File: src/lpd_pkg.sv
// ============================================================================
// Length-prefixed deframer package
// Result kind codes, parser phase encoding and header constants shared by
// the deframer.
// ============================================================================
package lpd_pkg;

	// Result kinds as seen on the kind port.
	localparam logic [1:0] KIND_PAYLOAD = 2'd0;
	localparam logic [1:0] KIND_EMPTY   = 2'd1;
	localparam logic [1:0] KIND_INVALID = 2'd2;

	// Header layout: four length bytes, then two type bytes.
	localparam logic [2:0] HDR_LEN_BYTES  = 3'd4;
	localparam logic [2:0] HDR_LAST_INDEX = 3'd5;

	localparam logic [31:0] MAX_PAYLOAD_RESET = 32'd65535;

	typedef enum logic [2:0] {
		PH_HEADER  = 3'b001,
		PH_PAYLOAD = 3'b010,
		PH_ERROR   = 3'b100
	} phase_t;

endpackage

File: src/length_prefixed_deframer.sv
// ============================================================================
// Length-prefixed deframer
// Splits a byte stream into packets with a six-byte header (32-bit big-endian
// length, 16-bit big-endian type) and emits each payload byte with its type
// and first/last marks; an empty or over-long packet gets a single result.
// ============================================================================
//
//  Channel  Direction  Handshake                  Payload
//  -------  ---------  -------------------------  ----------------------------
//  in       sink       in_valid / in_ready        in_byte
//  out      source     out_valid / out_ready      kind, frame_type, data_byte,
//                                                 first_byte, last_byte
//  cfg      sink       cfg_wr_en (no wait)        cfg_wr_data -> max_payload
//
//  One byte is taken per clock while in_ready is high and parsed in the cycle
//  it is accepted; a result lands in the single output register on that edge.
//  A request is taken whenever that register is empty or is being emptied, so
//  in_ready falls only while out_ready is low with a result waiting.
//  Reset clears the parser to the header phase and restores max_payload to
//  65535; an over-long header leaves the block dropping bytes until reset.
//
module length_prefixed_deframer
	import lpd_pkg::*;
(
	input  logic        clk,
	input  logic        arst_n,

	input  logic        in_valid,
	output logic        in_ready,
	input  logic [7:0]  in_byte,

	output logic        out_valid,
	input  logic        out_ready,
	output logic [1:0]  kind,
	output logic [15:0] frame_type,
	output logic [7:0]  data_byte,
	output logic        first_byte,
	output logic        last_byte,

	input  logic        cfg_wr_en,
	input  logic [31:0] cfg_wr_data
);

	// Parser state.
	phase_t      phase_q, phase_d;
	logic [2:0]  hdr_cnt_q, hdr_cnt_d;
	logic [31:0] length_q, length_d;
	logic [15:0] type_q, type_d;
	logic [31:0] remaining_q, remaining_d;
	logic        at_first_q, at_first_d;
	logic [31:0] max_payload_q;

	// Output register.
	logic        out_valid_q;
	logic [1:0]  kind_q;
	logic [15:0] type_out_q;
	logic [7:0]  data_q;
	logic        first_q;
	logic        last_q;

	// Result produced by the byte being accepted.
	logic        res_valid;
	logic [1:0]  res_kind;
	logic [15:0] res_type;
	logic [7:0]  res_data;
	logic        res_first;
	logic        res_last;

	logic        in_fire;

	// The output register can take a new result if it is empty or draining.
	assign in_ready = !out_valid_q || out_ready;
	assign in_fire  = in_valid && in_ready;

	always_comb begin
		phase_d     = phase_q;
		hdr_cnt_d   = hdr_cnt_q;
		length_d    = length_q;
		type_d      = type_q;
		remaining_d = remaining_q;
		at_first_d  = at_first_q;
		res_valid   = 1'b0;
		res_kind    = KIND_PAYLOAD;
		res_type    = type_q;
		res_data    = 8'd0;
		res_first   = 1'b0;
		res_last    = 1'b0;

		unique case (phase_q)
			PH_HEADER: begin
				if (hdr_cnt_q < HDR_LEN_BYTES) begin
					length_d = {length_q[23:0], in_byte};
				end else begin
					type_d = {type_q[7:0], in_byte};
				end
				hdr_cnt_d = hdr_cnt_q + 3'd1;
				// On the sixth byte the length is complete and the type
				// takes its low byte from the current input.
				if (hdr_cnt_q == HDR_LAST_INDEX) begin
					hdr_cnt_d = 3'd0;
					res_type  = type_d;
					if (length_q > max_payload_q) begin
						phase_d   = PH_ERROR;
						res_valid = 1'b1;
						res_kind  = KIND_INVALID;
						res_last  = 1'b1;
					end else if (length_q == 32'd0) begin
						res_valid = 1'b1;
						res_kind  = KIND_EMPTY;
						res_first = 1'b1;
						res_last  = 1'b1;
					end else begin
						remaining_d = length_q;
						length_d    = 32'd0;
						at_first_d  = 1'b1;
						phase_d     = PH_PAYLOAD;
					end
				end
			end
			PH_PAYLOAD: begin
				res_valid   = 1'b1;
				res_kind    = KIND_PAYLOAD;
				res_data    = in_byte;
				res_first   = at_first_q;
				res_last    = (remaining_q <= 32'd1);
				at_first_d  = 1'b0;
				remaining_d = remaining_q - 32'd1;
				if (res_last) begin
					remaining_d = 32'd0;
					at_first_d  = 1'b1;
					phase_d     = PH_HEADER;
				end
			end
			default: begin
				// Error phase: the byte is dropped.
			end
		endcase
	end

	always_ff @(posedge clk or negedge arst_n) begin
		if (!arst_n) begin
			phase_q     <= PH_HEADER;
			hdr_cnt_q   <= 3'd0;
			length_q    <= 32'd0;
			type_q      <= 16'd0;
			remaining_q <= 32'd0;
			at_first_q  <= 1'b1;
		end else if (in_fire) begin
			phase_q     <= phase_d;
			hdr_cnt_q   <= hdr_cnt_d;
			length_q    <= length_d;
			type_q      <= type_d;
			remaining_q <= remaining_d;
			at_first_q  <= at_first_d;
		end
	end

	always_ff @(posedge clk or negedge arst_n) begin
		if (!arst_n) begin
			max_payload_q <= MAX_PAYLOAD_RESET;
		end else if (cfg_wr_en) begin
			max_payload_q <= cfg_wr_data;
		end
	end

	// Output valid: set by a new result, cleared once taken.
	always_ff @(posedge clk or negedge arst_n) begin
		if (!arst_n) begin
			out_valid_q <= 1'b0;
		end else if (in_fire && res_valid) begin
			out_valid_q <= 1'b1;
		end else if (out_ready) begin
			out_valid_q <= 1'b0;
		end
	end

	always_ff @(posedge clk) begin
		if (in_fire && res_valid) begin
			kind_q     <= res_kind;
			type_out_q <= res_type;
			data_q     <= res_data;
			first_q    <= res_first;
			last_q     <= res_last;
		end
	end

	assign out_valid  = out_valid_q;
	assign kind       = kind_q;
	assign frame_type = type_out_q;
	assign data_byte  = data_q;
	assign first_byte = first_q;
	assign last_byte  = last_q;

`ifndef SYNTHESIS
	// Once in error, the parser never leaves it before reset.
	a_error_sticky: assert property (@(posedge clk) disable iff (!arst_n)
		phase_q == PH_ERROR |=> phase_q == PH_ERROR)
		else $error("deframer left the error phase");

	// A payload phase always has at least one byte still to come.
	a_payload_remaining: assert property (@(posedge clk) disable iff (!arst_n)
		phase_q == PH_PAYLOAD |-> remaining_q != 32'd0)
		else $error("payload phase with no bytes remaining");

	// An invalid-header result is only ever shown once the parser is in error.
	a_invalid_in_error: assert property (@(posedge clk) disable iff (!arst_n)
		out_valid_q && kind_q == KIND_INVALID |-> phase_q == PH_ERROR)
		else $error("invalid result outside the error phase");

	// The header byte counter only runs during the header phase.
	a_hdr_cnt_phase: assert property (@(posedge clk) disable iff (!arst_n)
		hdr_cnt_q != 3'd0 |-> phase_q == PH_HEADER)
		else $error("header count set outside the header phase");
`endif

endmodule
File: config.mk
export PLATFORM = sky130hd
export DESIGN_NAME = length_prefixed_deframer
export DESIGN_NICKNAME = d
export VERILOG_FILES = /design/src/lpd_pkg.sv /design/src/length_prefixed_deframer.sv
export SDC_FILE = /design/constraint.sdc
export NUM_CORES = 1
export LEC_CHECK = 0
export ABC_AREA = 1
export BUFFER_PORTS_ARGS = -buffer_cell sky130_fd_sc_hd__buf_2
export CAP_MARGIN = 5
export CORE_MARGIN = 5
export CORE_UTILIZATION = 40
export CTS_CLUSTER_DIAMETER = 120
export DETAILED_ROUTE_END_ITERATION = 16
export PLACE_DENSITY_LB_ADDON = 0.08
export SLEW_MARGIN = 20
export SYNTH_ARGS = -nofsm -noshare
export SYNTH_HDL_FRONTEND = slang
export SYNTH_SLANG_ARGS = --single-unit
export TNS_END_PERCENT = 1
File: constraint.sdc
create_clock -name clk -period 3.9 [get_ports clk]
set_input_delay 0.39 -clock clk [delete_from_list [all_inputs] [get_ports clk]]
set_output_delay 0.39 -clock clk [all_outputs]
set_load 0.01 [all_outputs]
After elaboration in Yosys (flattened, before gate mapping)
Index checks and enable logic that the tools add are counted.
- flip-flop bits (word level): 148
- input bits: 45
- output and inout bits: 30
- add/subtract/negate cells: 2
- magnitude comparators: 3
- equal/unequal tests: 8
- mux-type cells: 35
- bitwise operators: 2
- reduce and logical (&&, ||, !) cells: 12
- operators with widths (cell ; count):
    32-bit two-way mux ; 8
    32-bit one-hot mux with 2 select lines ; 1
    16-bit two-way mux ; 3
    32-bit greater-than comparator ; 1
    32-bit by 1-bit less-or-equal comparator with 1-bit output, second input constant ; 1
    32-bit logical NOT ; 1
    32-bit by 1-bit subtractor with 32-bit output, second input constant ; 1
    3-bit two-way mux ; 5
    1-bit two-way mux ; 12
    5-bit AND reduction ; 2
    2-bit inequality test, second input constant ; 4
    1-bit one-hot mux with 2 select lines ; 4
    3-bit one-hot mux with 2 select lines ; 1
    2-bit AND reduction ; 2
    2-bit nonzero test ; 2
    3-bit by 1-bit adder with 3-bit output, second input constant ; 1
    3-bit by 1-bit == test with 1-bit output, second input constant ; 1
    3-bit by 2-bit == test with 1-bit output, second input constant ; 1
    3-bit == test, second input constant ; 1
    3-bit less-than comparator, second input constant ; 1
    3-bit inequality test, second input constant ; 1
    3-bit OR reduction ; 1
    1-bit logical AND ; 2
    2-bit two-way mux ; 1
    other kinds (3) ; 4

Logic depth before layout (Yosys ltp)
Gate-level depths: netlist of run 1.
- depth in word-level cells: 7
- depth in mapped cells: 20
- mapped depth without buffers: 19

Worst setup path before layout of run 1
OpenSTA, ideal clock, no wires.
- kind: flip-flop to flip-flop
- start point: register max_payload_q[15]
- end point: register data_q[0], in the netlist data_byte[0], enable pin
- setup time: 0.383 ns
- arrival: 2.185 ns
- required time: 3.517 ns
- slack: 1.333 ns
- stages on the path, launching flop included: 17
- path buffers: 0
- cells stage by stage: dfstp_2 > inv_1 > ha_1 > nand2_1 > nor2_1 > nand2_1 > inv_1 > nand2_1 > nand2_1 > nand2_1 > nand2_2 > nand2_4 > nand2_4 > nand2_1 > nand2_1 > nand2_1 > inv_1
- longest elaborated chain between the ends: 5
- ends and longest elaborated chain (item ; line ; text):
    from (decl) ; length_prefixed_deframer.sv:51 ; logic [31:0] max_payload_q;
    from (signal assigned) ; length_prefixed_deframer.sv:162 ; max_payload_q <= cfg_wr_data;
    32-bit greater-than comparator ; length_prefixed_deframer.sv:102 ; if (length_q > max_payload_q) begin
    1-bit two-way mux ; length_prefixed_deframer.sv:102 ;
    1-bit two-way mux ; length_prefixed_deframer.sv:99 ; if (hdr_cnt_q == HDR_LAST_INDEX) begin
    1-bit one-hot mux with 2 select lines ; length_prefixed_deframer.sv:89 ; unique case (phase_q)
    1-bit logical AND ; length_prefixed_deframer.sv:178 ; if (in_fire && res_valid) begin
    to (signal assigned) ; length_prefixed_deframer.sv:181 ; data_q <= res_data;
    to (decl) ; length_prefixed_deframer.sv:57 ; logic [7:0] data_q;
Every way passes these cells.
A chain may end at the register's enable or synchronous reset.

Final worst setup path of run 1
- start point: register length_q[27]
- end point: register length_q[8]
- longest elaborated chain between the ends: 4
- ends and longest elaborated chain (item ; line ; text):
    from (decl) ; length_prefixed_deframer.sv:47 ; logic [31:0] length_q, length_d;
    from (signal assigned) ; length_prefixed_deframer.sv:151 ; length_q <= length_d;
    branches (longest 2 deep; another with 32-bit greater-than comparator) ; n/a ;
    32-bit two-way mux * ; length_prefixed_deframer.sv:102 ;
    32-bit two-way mux * ; length_prefixed_deframer.sv:99 ;
Mark *: on every way between the ends.

==> flow_metrics.tcl, run 1 <==
set metrics [dict create \
    post-route-min-period_ns 2.82 \
    timing.final.max_slew_violations 0 \
    netlist_area_before_placement_sq_mm 0.00853 \
    totalWireLength_mm 21.5 \
    ctsRootBufferMaster "clkbuf_16" \
    transition_time_at_the_pin_with_the_least_slew_margin_ns 0.922 \
    placeableCoreArea_sq_mm 0.0210 \
    worst_slew_margin_rel_pct 38.5 \
    antenna_found_initial 0 \
    flow.area_growth_from_synthesis_pct 13.1 \
    cts_post_setup_buffers_inserted 0 \
    n_antenna_cell 0 \
    cells_after_dpl 1357 \
    crit_required_ns 4.18 \
    r2r_end "length_q[8]" \
    place_congestion 0.829 \
    worstSkewPairLatency_ns 0.43 \
    seq_area_frac_synth_pct 45.3 \
    number_of_global_route_vias_before_repair 6538 \
    synth-edff-count 28 \
    route.vias.total 6886 \
    wl_per_cell_um 15.5 \
    ctsHoldBuffers 0 \
    mappedNetlistNets 1128 \
    dieWidth_um 156 \
    post_cts_resize_count 0 \
    p_per_cell_area_mw_per_mm2 380 \
    area_enclosed_by_the_die_boundary_sq_mm 0.0243 \
    cts_tree "built" \
    worst_hold_path_type "input port to asynchronous set/reset pin" \
    synth.yosys.warnings 0 \
    die-height_um 156 \
    drc 0 \
    rsz0062_at_grt "false" \
    synthArstFlopShare_pct 81.1 \
    setup-tns-final_ns 0 \
    worstReg2RegStart "length_q[27]" \
    postSynthRegisterBits 148 \
    final_nets 1180 \
    postLayoutCellArea_sq_mm 0.00964 \
    critical_path.cell_chain "ha_1, nand2_1, nor2_1, nand2_2, nor4_2, nand2_1, nand2_4, nand3_2, nand3_1, o21ai_1" \
    drt-initial-drc-count 517 \
    tritoncts_buffer_count 17 \
    count_of_mapped_cells_out_of_synthesis 1049 \
    dp_hpwl_mm 15.6 \
    critPathMaxFanout 32 \
    vdd_ir_drop_max_v 0.000296 \
    grt_first_pass_wirelength_mm 35.6 \
    timing_worst_setup_path_type "flop to flop" \
    leakagePower_uw 0.00483 \
    floorplan.io_pins 75 \
    primary_flip_flop_cell_chosen_by_synthesis_mapping "dfrtp_1" \
    cts.htree.levels 4 \
    max_stage_delay_ns 0.56 \
    max-cap-violations 0 \
    crit_top_cell "nand2_1" \
    grt_remaining_overflow 0 \
    avgViaCountPerCell 4.96 \
    reg2regPathDepth 10 \
    status "finished, final reports clean" \
    avgSynthCellArea_sq_um 8.13 \
    nature_of_the_critical_path_endpoint "flop" \
    layout.core_utilization_pct 45.9 \
    finalHoldViolCount 0 \
    grt_use_total_pct 18.3 \
    fin_worst_skew_ns 0.00875 \
    numPortBuffers 74 \
    pin_count_of_the_biggest_net_entering_global_routing 99 \
    floorplan.initialDensity_pct 40.6 \
    post_synth_num_cell_types 40 \
    timing.reg2reg.setup_slack_ns 1.08 \
    clk_pin_slew_worst_paths_ns 0.07 \
    crit_path_start_kind "flop" \
    rows 53 \
    ant_nets 0 \
    final_cell_count_no_fill 1389 \
    post_dp_cell_area_sq_mm 0.00905 \
    drt-pass1-iter-count 5 \
    clock_path_buffers 2 \
    finalCritPeriodShare_pct 72.3 \
    cell_with_the_biggest_individual_delay_on_the_critical_path "nand3_2" \
    cp.arrival_ns 3.10 \
    achievable-frequency_mhz 355 \
    setup_viol 0 \
    clkSinkCount 148 \
    post_route_cells_drive_above_1_share_pct 18.4 \
]
metrics by stage:
stage / setup WS [ns] / power [uW] / hold slack (ns)
after global placement: 1.09 / 2020 / 0.456
after detailed placement: 1.03 / 2030 / 0.454
after floorplan: 1.33 / 1900 / 0.0944
after global routing: 0.807 / 3850 / 0.0678
final: 1.08 / 3670 / 0.0128
after CTS: 1.02 / 3720 / 0.0511
metal layers:
layer  track usage, %  up-vias  wire (um)
met2             27.4      102       9580
met4             3.88        0        176
met3             3.11       18        798
met1             27.7     3224      10900
met5                0        -          0
li1                 -     3542          -
power by group:
part | total, uW | leakage, uW | switching, uW | internal [uW]
Sequential | 1680 | 0.00173 | 36.1 | 1640
Combinational | 317 | 0.00282 | 204 | 113
Clock | 1670 | 0.000284 | 715 | 959
Total | 3670 | 0.00483 | 956 | 2710
how the worst max path moves through the flow:
stage / startpoint / endpoint / slack [ns] / cells after the start
6_report: length_q[27] / length_q[8] / 1.08 / 10
4_1_cts: length_q[31] / length_q[8] / 1.02 / 10
2_1_floorplan: max_payload_q[15] / data_byte[0] / 1.33 / 16
3_3_place_gp: length_q[31] / frame_type[1] / 1.09 / 14
3_5_place_dp: length_q[31] / length_q[8] / 1.03 / 10
5_1_grt: length_q[27] / length_q[11] / 0.81 / 10
cell usage in the layout, fill, tap and decap left out, drive strengths merged, types with 2 or more instances in the layout:
cell and instances:
dfstp 18, a21oi 14, bufinv 2, o21ai 158, nor3 13, nor4 9, inv 126, dfrtp 102
edfxtp 28, xor2 18, clkbuf 17, clkinv 3, buf 82, clkinvlp 3, nand3b 3, o21a 2
nand2 278, nand4 9, nand3 80, o22ai 26, ha 34, nor2 76, xnor2 8
Yosys cell counts (5+ instances only):
| cell | count | area [sq um] |
|---|---|---|
| dfstp_2 | 18 | 473 |
| nor3_1 | 9 | 45.0 |
| nand2_4 | 6 | 67.6 |
| inv_1 | 114 | 428 |
| clkbuf_1 | 27 | 101 |
| nor2_1 | 60 | 225 |
| buf_4 | 5 | 37.5 |
| nand2_2 | 34 | 213 |
| dfrtp_1 | 102 | 2550 |
| nand2_1 | 237 | 890 |
| nand4_1 | 8 | 50.1 |
| xor2_1 | 18 | 158 |
| buf_2 | 14 | 70.1 |
| o21ai_1 | 50 | 250 |
| nor4_1 | 8 | 50.1 |
| o22ai_1 | 26 | 163 |
| ha_1 | 34 | 425 |
| a21oi_1 | 14 | 70.1 |
| edfxtp_1 | 28 | 841 |
| xnor2_1 | 8 | 70.1 |
| inv_2 | 5 | 18.8 |
| o21ai_0 | 108 | 541 |
| nand3_1 | 78 | 390 |
| nor2_2 | 10 | 62.6 |
layout make-up:
cell class                      instances  area, sq um
Inverter                              119          447
Multi-Input combinational cell        733         3950
Fill cell                            2101        11400
Tap cell                              275          344
Clock inverter                         15          169
Sequential cell                       148         3870
Clock buffer                           17          425
Timing Repair Buffer                   82          445
critical path, delay by kind of cell (launching register included):
kind / cells / cell delay [ns]
flops: 1 / 0.42
fa+ha+maj: 1 / 0.32
simple gates: 8 / 1.81
compound gates: 1 / 0.10
sequential cells by signal, indices dropped and copies added, names as in the netlist:
signal	count
remaining_q	32
kind	2
data_byte	8
out_valid	1
length_q	32
last_byte	1
phase_q	3
first_byte	1
hdr_cnt_q	3
max_payload_q	32
frame_type	16
type_q	16
at_first_q	1
logic make-up (layout without fill, tap and decap cells):
family,count (synthesis),in the layout,share of synthesized area [%]
and+or+nand+nor,470,470,26.1
AOI/OAI and AO/OA,202,202,12.4
buffers and inverters,168,233,8.39
DFF,148,148,45.3
adders and majority gates,34,34,4.99
xor gates and xnor gates,26,26,2.67
muxes,1,1,0.132
(Power assumes the default switching activity.)
==> run 2, diff against run 1 <==
- clock period: 3.9 -> 2.9 ns (I/O delays scaled with it)
==> run 2 against run 1 <==
Against the previous run: count of clock-buffer cells in the layout did not move; fmax rose by 9.6%; clock power rose by 32%; first-iteration DRC count rose by 6.2%; sequential share of layout area fell by 0.28 points; via count rose by 1.8%; final area rose by 0.71%; global-route usage rose by 0.24 points; largest power group unchanged.
==> flow_metrics.tcl, run 2 (synthesis gave the netlist of run 1 again) <==
set metrics [dict create \
    drt-pass1-iter-count 5 \
    groute.layer.met3.usage_pct 2.86 \
    grt.met1_usage_pct 27.2 \
    ctsRootBufferMaster "clkbuf_16" \
    setup-tns-final_ns 0 \
    pin_count_of_the_biggest_net_entering_global_routing 99 \
    status "finished, final reports clean" \
    rows 53 \
    cts_tree "built" \
    final_nets 1189 \
    antenna_found_initial 0 \
    flow.area_growth_from_synthesis_pct 13.9 \
    internal_power_uw 3640 \
    post_route_cells_drive_above_1_share_pct 18.9 \
    grt_remaining_overflow 0 \
    transition_time_at_the_pin_with_the_least_slew_margin_ns 0.820 \
    cts.htree.levels 4 \
    route.vias.total 7010 \
    comb_power_share_pct 9.0 \
    dp_hpwl_mm 15.9 \
    p_per_cell_area_mw_per_mm2 505 \
    grt_first_pass_wirelength_mm 35.8 \
    die-height_um 156 \
    nature_of_the_critical_path_endpoint "flop" \
    cells_after_dpl 1365 \
    post_cts_resize_count 0 \
    critical_path.cell_chain "ha_1, nand2_1, nor2_2, nand2_2, nor4_2, nand2_1, nand2_4, nand2_4, nand2_4, nand2_8, nand2_2, nand2_1" \
    max-cap-violations 0 \
    finalCritPeriodShare_pct 88.6 \
    place_congestion 0.841 \
    worst_slew_margin_rel_pct 45.3 \
    leakagePower_uw 0.00487 \
    rsz0062_at_grt "false" \
    dieWidth_um 156 \
    layout.core_utilization_pct 46.2 \
    post-route-min-period_ns 2.57 \
    final_cell_count_no_fill 1398 \
    crit_required_ns 3.21 \
    finalHoldViolCount 0 \
    clkPwrFrac_pct 45.1 \
    n_antenna_cell 0 \
    drt-initial-drc-count 549 \
    clkSinkCount 148 \
    setup_viol 0 \
    globalRouteMet2Util_pct 28.1 \
    worstSkewPairLatency_ns 0.43 \
    power.switching_fraction_pct 25.8 \
    whs_ns 0.0685 \
    layout_commonest_cell "nand2_1" \
    busiest_metal_layer_after_global_routing "met2" \
    floorplan.io_pins 75 \
    critPathMaxFanout 33 \
    power.share.sequential_pct 46.0 \
    filler_cell_count 2093 \
    postLayoutCellArea_sq_mm 0.00971 \
    cell_with_the_biggest_individual_delay_on_the_critical_path "dfrtp_1" \
    number_of_global_route_vias_before_repair 6657 \
    ctsHoldBuffers 1 \
    floorplan.initialDensity_pct 40.6 \
    totalWireLength_mm 21.9 \
    cp.arrival_ns 2.88 \
    max_stage_delay_ns 0.47 \
    crit_path_start_kind "flop" \
    worst_hold_path_type "input port to flop" \
    tritoncts_buffer_count 17 \
    post_dp_cell_area_sq_mm 0.00912 \
    vdd_ir_drop_max_v 0.000377 \
    ant_nets 0 \
    timing.final.max_slew_violations 0 \
    cts_post_setup_buffers_inserted 0 \
    timing_worst_setup_path_type "flop to flop" \
    drc 0 \
    fin_worst_skew_ns 0.00808 \
    avgViaCountPerCell 5.01 \
    placeableCoreArea_sq_mm 0.0210 \
    area_enclosed_by_the_die_boundary_sq_mm 0.0243 \
    clk_pin_slew_worst_paths_ns 0.06 \
    biggestRegsByFlops "length_q (32), max_payload_q (32), remaining_q (32)" \
    wl_per_cell_um 15.7 \
    numPortBuffers 74 \
    achievable-frequency_mhz 389 \
    grt_use_total_pct 18.5 \
    layout.cells.most_common_list "nand2_1 (237), inv_1 (114), o21ai_0 (108)" \
    p_switching_uw 1270 \
    clock_path_buffers 2 \
]
## run 2: metrics by stage
stage	setup WS (ns)	power, uW
4_1_cts	0.294	4960
6_report	0.329	4900
3_3_place_gp	0.301	2730
2_1_floorplan	0.333	2560
3_5_place_dp	0.311	2740
5_1_grt	0.117	5120
## run 2: cell type report
class	instances	area (sq um)	share of cell area [%]
clock buffer	17	425	4.38
clock inverter	15	155	1.60
inverter	119	447	4.60
multi-input combinational	733	3950	40.6
sequential	148	3870	39.8
tap	275	344	3.54
timing repair buffer	91	528	5.44
## run 2: power by group through the flow
stage | Combinational (uW) | Clock, uW | Sequential [uW]
2_1_floorplan | 284 | 0 | 2270
3_3_place_gp | 439 | 0 | 2290
3_5_place_dp | 444 | 0 | 2290
4_1_cts | 447 | 2260 | 2250
5_1_grt | 517 | 2350 | 2260
6_report | 439 | 2210 | 2250
## run 2: layer usage
metal  vias to the layer above  wire [um]
met3                        29        880
li1                       3573          -
met2                       125       9810
met1                      3283      10800
met4                         0        351
met5                         -          0
## run 2: path summary, 6_finish.rpt
check | startpoint | end | slack, ns | depth (start not counted)
max | length_q[31] | remaining_q[16] | 0.33 | 12
min | cfg_wr_data[30] | max_payload_q[30] | 0.07 | 3
max reg2reg | length_q[31] | remaining_q[16] | 0.33 | 12
min reg2reg | at_first_q | at_first_q | 0.47 | 2
max in group asynchronous | arst_n | max_payload_q[10] | 1.63 | 3
min in group asynchronous | arst_n | type_q[3] | 0.46 | 2
## run 2: worst max-delay path, delay by kind of cell, from the launching register on
kind | cells | cell delay (ns)
flops | 1 | 0.47
simple gates | 11 | 1.64
fa+ha+maj | 1 | 0.33
==> run 3, diff against run 2 <==
- CAP_MARGIN: 5 -> unset
- MAX_ROUTING_LAYER: unset -> met4
==> run 3 against run 2 <==
Against the previous run: utilization unchanged; fmax up 0.47%; global-route usage up 0.57 points; sequential share of layout area unchanged; worst setup slack better by 0.012 ns; die area unchanged; critical endpoint unchanged; sequential power about the same; first-iteration DRC count up 3.8%; critical path depth up 3; register-to-register slack about the same; wire length up 0.38%; worst hold slack worse by 0.0072 ns.
==> flow_metrics.tcl, run 3 (synthesis gave the netlist of run 1 again) <==
set metrics [dict create \
    worst_hold_path_type "input port to flop" \
    setup-tns-final_ns 0 \
    cells_after_dpl 1365 \
    vdd_ir_drop_max_v 0.000387 \
    layout.cells.most_common_list "nand2_1 (237), inv_1 (114), o21ai_0 (108)" \
    n_antenna_cell 0 \
    worstReg2RegStart "length_q[31]" \
    numPortBuffers 74 \
    finalCritPeriodShare_pct 88.2 \
    nature_of_the_critical_path_endpoint "flop" \
    clock_path_buffers 2 \
    rsz0062_at_grt "false" \
    ctsRootBufferMaster "clkbuf_16" \
    post_cts_resize_count 0 \
    transition_time_at_the_pin_with_the_least_slew_margin_ns 0.833 \
    floorplan.io_pins 75 \
    flow.area_growth_from_synthesis_pct 13.9 \
    filler_cell_count 2093 \
    dp_hpwl_mm 15.9 \
    worstSkewPairLatency_ns 0.44 \
    grt_remaining_overflow 0 \
    status "finished, final reports clean" \
    p_per_cell_area_mw_per_mm2 506 \
    post_route_cells_drive_above_1_share_pct 18.9 \
    dieWidth_um 156 \
    whs_ns 0.0613 \
    setup_viol 0 \
    final_nets 1189 \
    place_congestion 0.854 \
    clkSinkCount 148 \
    drt-pass1-iter-count 5 \
    final_cell_count_no_fill 1398 \
    floorplan.initialDensity_pct 40.6 \
    timing.final.max_slew_violations 0 \
    die-height_um 156 \
    biggestRegsByFlops "length_q (32), max_payload_q (32), remaining_q (32)" \
    grt_first_pass_wirelength_mm 35.8 \
    tritoncts_buffer_count 17 \
    drc 0 \
    cts_tree "built" \
    cp.arrival_ns 2.88 \
    totalWireLength_mm 22.0 \
    pin_count_of_the_biggest_net_entering_global_routing 99 \
    cts_post_setup_buffers_inserted 0 \
    post-route-min-period_ns 2.56 \
    ant_nets 0 \
    leakagePower_uw 0.00487 \
    ctsHoldBuffers 1 \
    number_of_global_route_vias_before_repair 6660 \
    wl_per_cell_um 15.7 \
    critPathMaxFanout 33 \
    max-cap-violations 0 \
    startpoint "length_q[31]" \
    route.vias.total 7016 \
    achievable-frequency_mhz 391 \
    fin_worst_skew_ns 0.0100 \
    avgViaCountPerCell 5.02 \
    worst_slew_margin_rel_pct 44.5 \
    crit_required_ns 3.22 \
    area_enclosed_by_the_die_boundary_sq_mm 0.0243 \
    timing_worst_setup_path_type "flop to flop" \
    grt_use_total_pct 19.1 \
    layout_commonest_cell "nand2_1" \
    hold_start "cfg_wr_data[30]" \
    placeableCoreArea_sq_mm 0.0210 \
    finalHoldViolCount 0 \
    drt-initial-drc-count 570 \
    rows 53 \
    clk_pin_slew_worst_paths_ns 0.06 \
    cts.htree.levels 4 \
    crit_path_start_kind "flop" \
    antenna_found_initial 0 \
]
-- run 3: layer usage --
metal / wire (um) / vias to the layer above / GRT usage (%)
li1: - / 3569 / -
met1: 11000 / 3309 / 27.2
met2: 9860 / 120 / 28.2
met3: 878 / 18 / 3.19
met4: 274 / 0 / 5.25
met5: 0 / - / -
-- run 3: cell type report --
| cell class | count | area, sq um | share of cell area (%) |
|---|---|---|---|
| well taps | 275 | 344 | 3.54 |
| inverters | 119 | 447 | 4.60 |
| repair buffers | 91 | 528 | 5.44 |
| multi-input cells | 733 | 3950 | 40.6 |
| clock inverters | 15 | 155 | 1.60 |
| flip-flops and latches | 148 | 3870 | 39.8 |
| clock buffers | 17 | 425 | 4.38 |
-- run 3: stage by stage --
step	cell area [sq um]	utilization [%]	setup WS [ns]	total power (uW)
2_1_floorplan	8530	-	0.333	2560
3_5_place_dp	9120	43.4	0.311	2740
3_3_place_gp	9120	43.4	0.301	2730
5_1_grt	9710	46.2	0.117	5130
6_report	9710	46.2	0.342	4910
4_1_cts	9710	46.2	0.294	4960
-- run 3: critical path, stage by stage, from the launching register on --
cell     delay [ns]
dfrtp_1        0.46
ha_1           0.34
nand2_1        0.10
nor2_2         0.06
nand2_2        0.10
nor2_1         0.05
nand2_1        0.06
o21ai_1        0.05
nor2_1         0.22
nand2_2        0.11
nand2_4        0.13
nand2_4        0.08
nand2_4        0.22
nand2_8        0.25
nand2_2        0.12
nand2_1        0.06
-- run 3: power by group --
part	internal [uW]	leakage (uW)	switching [uW]
clock network	1270	0.000282	947
registers	2210	0.00173	47.1
logic	157	0.00286	283
-- run 3: worst paths after layout --
kind	to	slack [ns]	depth (start not counted)
setup / recovery	remaining_q[16]	0.34	15
hold / removal	max_payload_q[30]	0.06	3
setup reg to reg	remaining_q[16]	0.34	15
hold reg to reg	at_first_q	0.47	2
max in group asynchronous	max_payload_q[14]	1.62	3
min in group asynchronous	type_q[3]	0.46	2
